[src/rtl/tat_pkg.sv]
`timescale 1ns / 1ps
`default_nettype none
// ----------------------------------------------------------------------------
// tat_pkg
// Shared types and constants of the track association table.
// ----------------------------------------------------------------------------
package tat_pkg;

   localparam logic [1:0] OP_DETECT  = 2'd0;
   localparam logic [1:0] OP_ADVANCE = 2'd1;
   localparam logic [1:0] OP_PRUNE   = 2'd2;
   localparam logic [1:0] OP_NOP     = 2'd3;

   localparam logic [2:0] ST_MATCHED = 3'd0;
   localparam logic [2:0] ST_NEW     = 3'd1;
   localparam logic [2:0] ST_DROPPED = 3'd2;
   localparam logic [2:0] ST_TIME    = 3'd3;
   localparam logic [2:0] ST_PRUNED  = 3'd4;

   localparam logic        CSR_RANGE_RES = 1'b0;
   localparam logic        CSR_STALE     = 1'b1;

   localparam logic [14:0] AZ_FULL    = 15'd23040;
   localparam logic [14:0] AZ_HALF    = 15'd11520;
   localparam logic [14:0] AZ_GATE    = 15'd384;
   localparam logic [9:0]  W_OLD      = 10'd614;
   localparam logic [9:0]  W_NEW      = 10'd410;
   localparam logic [8:0]  CONF_GAIN  = 9'd38;
   localparam logic [8:0]  CONF_MAX   = 9'd256;
   localparam logic [8:0]  CONF_START = 9'd128;
   localparam logic [8:0]  CONF_FLOOR = 9'd13;

   typedef enum logic [3:0] {
      S_IDLE, S_DSCAN, S_DWAIT, S_DDEC, S_BLEND_R, S_BLEND_A, S_WRITE,
      S_PSCAN, S_PWAIT, S_PDONE, S_RESP
   } state_type;

   // controller to datapath commands
   typedef struct packed {
      logic load;      // capture input item
      logic scan_rd;   // read entry at scan index
      logic scan_eval; // evaluate read entry
      logic scan_inc;  // advance scan index
      logic scan_clr;  // reset scan index and search
      logic rd_best;   // read best entry
      logic blend_r;   // range blend stage
      logic blend_a;   // azimuth blend stage
      logic wr_match;  // write back matched entry
      logic wr_new;    // append entry
      logic prune_eval;// keep or drop read entry
      logic prune_end; // commit new count
      logic time_adv;  // add time step
      logic [2:0] status;
      logic resp_load; // capture result
   } cmd_type;

   typedef struct packed {
      logic scan_done;
      logic found;
      logic full;
   } sts_type;

endpackage
`default_nettype wire

[src/rtl/tat_ctrl.sv]
`timescale 1ns / 1ps
`default_nettype none
// ----------------------------------------------------------------------------
// tat_ctrl
// Sequencer: steps the datapath through scan, blend, write, prune and time advance.
// ----------------------------------------------------------------------------
module tat_ctrl (
   input  wire logic            clock,
   input  wire logic            reset,
   input  wire logic            req_valid,
   output logic                 req_ready,
   input  wire logic [1:0]      req_operation,
   output logic                 rsp_valid,
   input  wire logic            rsp_ready,
   output tat_pkg::cmd_type     cmd,
   input  wire tat_pkg::sts_type sts
);
   import tat_pkg::*;

   state_type state_ff, state_in;
   logic [1:0] op_ff, op_in;
   logic rsp_valid_ff, rsp_valid_in;

   // state, op and response flag registers
   always_ff @(posedge clock) begin
      if (reset) begin
         state_ff     <= S_IDLE;
         op_ff        <= OP_DETECT;
         rsp_valid_ff <= 1'b0;
      end else begin
         state_ff     <= state_in;
         op_ff        <= op_in;
         rsp_valid_ff <= rsp_valid_in;
      end
   end

   assign rsp_valid = rsp_valid_ff;

   // next state and commands
   always_comb begin
      state_in     = state_ff;
      op_in        = op_ff;
      rsp_valid_in = rsp_valid_ff;
      cmd          = '0;
      req_ready    = 1'b0;
      if (rsp_valid_ff && rsp_ready) rsp_valid_in = 1'b0;
      unique case (state_ff)
         S_IDLE: begin
            req_ready = !rsp_valid_ff || rsp_ready;
            if (req_valid && req_ready) begin
               cmd.load     = 1'b1;
               cmd.scan_clr = 1'b1;
               op_in        = req_operation;
               if (req_operation == OP_DETECT) state_in = S_DSCAN;
               else if (req_operation == OP_PRUNE) state_in = S_PSCAN;
               else begin
                  state_in = S_RESP;
               end
            end
         end
         S_DSCAN: begin
            if (sts.scan_done) state_in = S_DDEC;
            else begin
               cmd.scan_rd = 1'b1;
               state_in    = S_DWAIT;
            end
         end
         S_DWAIT: begin
            cmd.scan_eval = 1'b1;
            cmd.scan_inc  = 1'b1;
            state_in      = S_DSCAN;
         end
         S_DDEC: begin
            if (sts.found) begin
               cmd.rd_best = 1'b1;
               state_in    = S_BLEND_R;
            end else if (sts.full) begin
               cmd.status    = ST_DROPPED;
               cmd.resp_load = 1'b1;
               rsp_valid_in  = 1'b1;
               state_in      = S_IDLE;
            end else begin
               cmd.wr_new    = 1'b1;
               cmd.status    = ST_NEW;
               cmd.resp_load = 1'b1;
               rsp_valid_in  = 1'b1;
               state_in      = S_IDLE;
            end
         end
         S_BLEND_R: begin
            cmd.blend_r = 1'b1;
            state_in    = S_BLEND_A;
         end
         S_BLEND_A: begin
            cmd.blend_a = 1'b1;
            state_in    = S_WRITE;
         end
         S_WRITE: begin
            cmd.wr_match  = 1'b1;
            cmd.status    = ST_MATCHED;
            cmd.resp_load = 1'b1;
            rsp_valid_in  = 1'b1;
            state_in      = S_IDLE;
         end
         S_PSCAN: begin
            if (sts.scan_done) state_in = S_PDONE;
            else begin
               cmd.scan_rd = 1'b1;
               state_in    = S_PWAIT;
            end
         end
         S_PWAIT: begin
            cmd.prune_eval = 1'b1;
            cmd.scan_inc   = 1'b1;
            state_in       = S_PSCAN;
         end
         S_PDONE: begin
            cmd.prune_end = 1'b1;
            cmd.status    = ST_PRUNED;
            cmd.resp_load = 1'b1;
            rsp_valid_in  = 1'b1;
            state_in      = S_IDLE;
         end
         S_RESP: begin
            cmd.time_adv  = (op_ff == OP_ADVANCE);
            cmd.status    = ST_TIME;
            cmd.resp_load = 1'b1;
            rsp_valid_in  = 1'b1;
            state_in      = S_IDLE;
         end
         default: state_in = S_IDLE;
      endcase
   end
endmodule
`default_nettype wire

[config.mk]
export PLATFORM = sky130hd
export DESIGN_NAME = tat_ctrl
export DESIGN_NICKNAME = d
export VERILOG_FILES = /design/src/rtl/tat_pkg.sv /design/src/rtl/tat_ctrl.sv
export SDC_FILE = /design/constraint.sdc
export NUM_CORES = 1
export LEC_CHECK = 0
export BUFFER_PORTS_ARGS = -buffer_cell sky130_fd_sc_hd__buf_2
export CAP_MARGIN = 20
export CORE_ASPECT_RATIO = 1.2
export CORE_MARGIN = 4
export CORE_UTILIZATION = 32
export DETAILED_ROUTE_END_ITERATION = 12
export GPL_ROUTABILITY_DRIVEN = 1
export GPL_TIMING_DRIVEN = 0
export SKIP_LAST_GASP = 1
export SLEW_MARGIN = 10
export SYNTH_ARGS = -nofsm -noshare
export SYNTH_HDL_FRONTEND = slang
export SYNTH_SLANG_ARGS = --single-unit
export TNS_END_PERCENT = 20
[constraint.sdc]
create_clock -name clock -period 1.46 [get_ports clock]
set_clock_uncertainty 0.1 [all_clocks]
set_input_delay 0.292 -clock clock [delete_from_list [all_inputs] [get_ports clock]]
set_output_delay 0.292 -clock clock [all_outputs]
set_load 0.05 [all_outputs]
Word level (Yosys, flattened, before mapping)

Cells that the tools add are included.

Equality and inequality tests: 13
Muxes and demuxes: 31
Reductions and logical operators: 10

Operators by type and width:

| cell                                                             | count |
|---|---|
| 4-bit one-hot mux with 8 select lines                            | 1 |
| 1-bit 2-to-1 mux                                                 | 22 |
| 4-bit by 3-bit == test with 1-bit output (second input constant) | 4 |
| 4-bit one-hot mux with 4 select lines                            | 1 |
| 4-bit == test (second input constant)                            | 3 |
| 4-bit 2-to-1 mux                                                 | 3 |
| 3-bit 2-to-1 mux                                                 | 3 |
| 4-bit by 2-bit == test with 1-bit output (second input constant) | 2 |
| 4-bit by 1-bit == test with 1-bit output (second input constant) | 1 |
| 4-bit logical NOT                                                | 1 |
| 2-bit OR reduction                                               | 2 |
| 3-bit OR reduction                                               | 1 |
| 2-bit by 1-bit == test with 1-bit output (second input constant) | 1 |
| 2-bit == test (second input constant)                            | 1 |
| 1-bit logical AND                                                | 2 |
| 2-bit logical NOT                                                | 1 |
| 2-bit inequality test (second input constant)                    | 1 |
| 1-bit one-hot mux with 2 select lines                            | 1 |
| 2-bit AND reduction                                              | 1 |
| 1-bit logical NOT                                                | 1 |
| 1-bit logical OR                                                 | 1 |

Register bits after elaboration: 7
Input bits: 9
Logic and storage cells: 57

Depth between registers and ports, before layout

Word-level depth: 5
Mapped depth: 6
Mapped depth without buffers: 4

Least setup slack after synthesis

Ideal clock, no wire load.

Path type: reg-to-output
Start: register state_ff[1]
End: output cmd[1] in the netlist's numbering
Data arrival time: 2.461 ns
Data required time: 1.068 ns
Setup slack: -1.393 ns
Stages on the path, launching flop included: 6
Cell sequence: dfxtp_1 > buf_2 > clkbuf_1 > nand3_1 > nor3_1 > nand2b_1

RTL lines:

| what                   | line           | source |
|---|---|---|
| start, declared        | tat_ctrl.sv:20 | `state_type state_ff, state_in;` |
| start signal, assigned | tat_ctrl.sv:31 | `state_ff <= state_in;` |
| end, declared          | tat_ctrl.sv:15 | `output tat_pkg::cmd_type cmd,` |

==> results.md <==
- The run finished, with violations left.
- The final reports fail on setup timing.
- The startpoint of the worst setup timing path is state_ff[3].
- The largest voltage drop on the vdd net is roughly 1700 uV.
- The total routed wirelength is approximately 2.1 mm.
- The floorplan step set the die height to between 50 and 60 um.
- The core area is roughly 1700 um2.
- The synthesized design contains 7 register bits.
- The detailed-route DRC error count is 0.
- The area added between synthesis and finish is 114%.
- Entering global routing, the biggest net connects 11 pins.
- The setup path with the least slack is of type reg2out.
- The final-report hold violation count is 0.
- Dividing the detail-routed wire length by the instance count gives between 10 and 15 um.
- The end of the critical path is cmd[0].
- The total number of clock tree sinks is 7.
- After detailed placement, the total cell area comes to ~900 um2.
- The worst register-to-register path ends at op_ff[0].
- The worst path in the final design needs a cycle of about 2 ns, including I/O delays and setup.
- The maximum frequency from static timing analysis is approximately 500 MHz.
- The classification of the worst-slack hold path is in2reg.
- The post-placement worst setup slack is -0.421 ns.
- In this design, the stage delay of the slowest critical-path cell is ~0.35 ns.
- The biggest fanout along the worst timing path is 5.
- The remaining antenna violation count after routing is 0.
- For the worst setup path, the data required time is around 1.1 ns.
- Measured along the x axis, the die boundary spans ~47 um.
- The first global-routing pass estimated around 3.0 mm of wire.
- The later pin in the worst-skew pair is clocked with a latency of 0.25 ns.
- TritonCTS built the clock tree.
- Headroom to the max-slew limit came out at roughly 80%.
- The total power consumption of the routed design is approximately 2.7 mW.
- STA classifies the critical path endpoint as a primary output.
- The total clock buffers created by CTS is 3.
- The all-layer global routing usage is 16.8%.
- In the final design database the tool counted between 100 and 150 nets.
- The share of post-route cells with drive strength above 1 is between 60 and 70%.
- The startpoint class of the critical path is a register.
- In this run the number of H-tree levels came out at 1.
- The family of cells with the greatest summed delay on the critical path is simple AND/OR/NAND/NOR gates.
- After floorplanning, the core was divided into 16 placement rows.
- The count of pins over their slew limit is 0.
- The slew at the pin with the worst max-slew slack is about 0.29 ns.
- The full die area is roughly 2500 um2.
- Sequential elements use between 20% and 30% of the synthesized area.
- The detailed-route vias per instance is 5.10.
- The leakage power is 0.586 nW.
- The number of antenna diodes in the final layout is 0.
- The deepest clock path buffer count is 2.
- After clock tree synthesis, the clock-pin slew on the worst setup and hold paths is roughly 0.050 ns.
- STA puts the critical path data arrival time at between 1.5 and 2 ns.
- For this run, the number of Yosys warnings is 0.
- 28 I/O pins were placed.
- The HPWL after detailed placement is 1.30 mm.
- The max-capacitance violation count is 0.
- The cell area after layout is between 1000 and 1500 um2.
- The weighted congestion at the end of routability-driven global placement is roughly 0.73.
- The layout has around 130 filler cells.
- The average instance in the mapped netlist occupies a little over 7 um2.
- The slowest stage of the critical path belongs to the cell sky130_fd_sc_hd__or3b_1.
- The number of design-rule violations left by the first detailed-router iteration is 17.
- For this run, the share of the core covered by cells in the final layout is 74.0%.
- The count of input and output buffers is 27.
- The netlist area before placement is between 500 and 600 um2.
- The number of antenna violations at the first check in global routing was 0.
- Counting both buffers and inverters, the worst setup path holds a total of 3.
- The setup slack of the worst register-to-register path is -0.23 ns.
- The library cells used most frequently in the layout, excluding fill and tap cells, are 21 x sky130_fd_sc_hd__buf_4, 21 x sky130_fd_sc_hd__buf_2, 8 x sky130_fd_sc_hd__buf_6, 8 x sky130_fd_sc_hd__nor2_1.
- The number of instances in the synthesized netlist is approximately 80.
- Setup repair after global routing could not meet its margin everywhere.
- The power per cell area is 2180 nW/um2.
- The synthesized netlist contains 28 unique library cells.
- In this run, post-CTS hold repair placed 0 buffers.
- Traced cell by cell, the critical path runs through buf_8 -> or3b_1 -> a311oi_1 -> nor2_1 -> inv_1 -> buf_6.
- The cell count of the worst reg-to-reg path is 9.
- The clock tree root driver cell is sky130_fd_sc_hd__clkbuf_4.
- The aggregate global routing overflow is 0.
- The number of global-route vias before repair is about 660.
- The origin of the critical flop-to-flop path is state_ff[2].
- Setup slack on the critical path of the routed design comes to -0.540 ns.
- The first TritonRoute pass finished after 4 iterations.
- The worst path uses 137% of the clock period.
- The synthesized net count is 90.
- The final route contains between 700 and 800 vias.
- Counting buffers and inverters, the worst setup path is 6 cells deep.
- Once the floorplan was initialized, standard cells occupied around 35% of the core.
- Setup violations remaining at the end of the flow were counted as 25.
[worst min path at each step]
stage / start / end / slack [ns] / cells after the start
2_1_floorplan: reset / rsp_valid / 0.26 / 1
3_3_place_gp: op_ff[0] / op_ff[0] / 0.39 / 2
3_5_place_dp: reset / rsp_valid / 0.41 / 2
4_1_cts: reset / rsp_valid / 0.14 / 2
5_1_grt: reset / op_ff[1] / 0.14 / 2
6_report: reset / rsp_valid / 0.14 / 2
[cell type report]
class	instances	area [um2]	share of cell area [%]
Buffer	8	120	9.77
Clock buffer	4	26.3	2.14
Inverter	3	11.3	0.916
Multi-Input combinational cell	63	543	44.2
Sequential cell	7	146	11.9
Tap cell	18	22.5	1.83
Timing Repair Buffer	50	360	29.3
[Yosys cell counts]
master	number	area, um2
sky130_fd_sc_hd__nand3_1	3	15.0
sky130_fd_sc_hd__and3_1	1	6.26
sky130_fd_sc_hd__nor2b_1	5	31.3
sky130_fd_sc_hd__inv_1	3	11.3
sky130_fd_sc_hd__or2_1	1	6.26
sky130_fd_sc_hd__dfxtp_1	7	140
sky130_fd_sc_hd__buf_6	1	11.3
sky130_fd_sc_hd__a21oi_2	1	8.76
sky130_fd_sc_hd__mux2i_1	2	20.0
sky130_fd_sc_hd__buf_2	2	10.0
sky130_fd_sc_hd__o21ba_1	1	10.0
sky130_fd_sc_hd__a311oi_1	1	8.76
sky130_fd_sc_hd__buf_4	1	7.51
sky130_fd_sc_hd__nor3b_1	2	15.0
sky130_fd_sc_hd__or3b_1	1	8.76
sky130_fd_sc_hd__a31oi_1	1	6.26
sky130_fd_sc_hd__or4_4	1	11.3
sky130_fd_sc_hd__nand4bb_2	1	16.3
sky130_fd_sc_hd__nand2b_1	8	50.1
sky130_fd_sc_hd__or3_1	1	6.26
sky130_fd_sc_hd__a21oi_1	7	35.0
sky130_fd_sc_hd__and3b_1	1	8.76
sky130_fd_sc_hd__clkbuf_1	4	15.0
sky130_fd_sc_hd__nand4_1	1	6.26
sky130_fd_sc_hd__nor3_1	8	40.0
sky130_fd_sc_hd__xnor2_1	1	8.76
sky130_fd_sc_hd__nor2_1	12	45.0
sky130_fd_sc_hd__o21ai_0	3	15.0
[cells by family (layout without fill, tap and decap cells)]
| family | after synthesis | in the layout | synth area share (%) |
|---|---|---|---|
| simple gates | 46 | 46 | 46.4 |
| compound gates | 14 | 14 | 14.6 |
| buf+inv | 11 | 65 | 9.59 |
| flops | 7 | 7 | 24.4 |
| mux | 2 | 2 | 3.49 |
| xor+xnor | 1 | 1 | 1.53 |
[metrics by stage]
stage | cells | setup TNS (ns) | hold WS, ns
6_report | 153 | -7.93 | 0.143
5_1_grt | 153 | -9.80 | 0.143
4_1_cts | 138 | -8.38 | 0.137
3_5_place_dp | 126 | -3.07 | 0.408
3_3_place_gp | 126 | -2.90 | 0.392
2_1_floorplan | 81 | -4.36 | 0.261
[where the power goes]
| part | switching, mW | internal, mW |
|---|---|---|
| Combinational | 1.20 | 0.993 |
| Clock | 0.0707 | 0.104 |
| Sequential | 0.0480 | 0.263 |
| Total | 1.32 | 1.36 |
[flip-flops by register name, indices dropped and copies added (netlist names)]
register   cells
op_ff          2
state_ff       4
rsp_valid      1
[layer usage]
| metal | up-vias | global-route usage [%] | wire length, um |
|---|---|---|---|
| met5 | - | 0 | 0 |
| met4 | 0 | 11.1 | 45 |
| met3 | 4 | 0.987 | 146 |
| met2 | 32 | 27.1 | 1070 |
| met1 | 360 | 21.1 | 826 |
| li1 | 385 | - | - |
[timing repair]
| action | in CTS | in global routing |
|---|---|---|
| resized for setup | 13 | 25 |
| pin swaps | 6 | 7 |
| gates cloned | 1 | 2 |
| buffers inserted | 7 | 13 |
| setup endpoints to repair | 23 | 25 |
No activity file was read; power rests on OpenSTA's default activity.
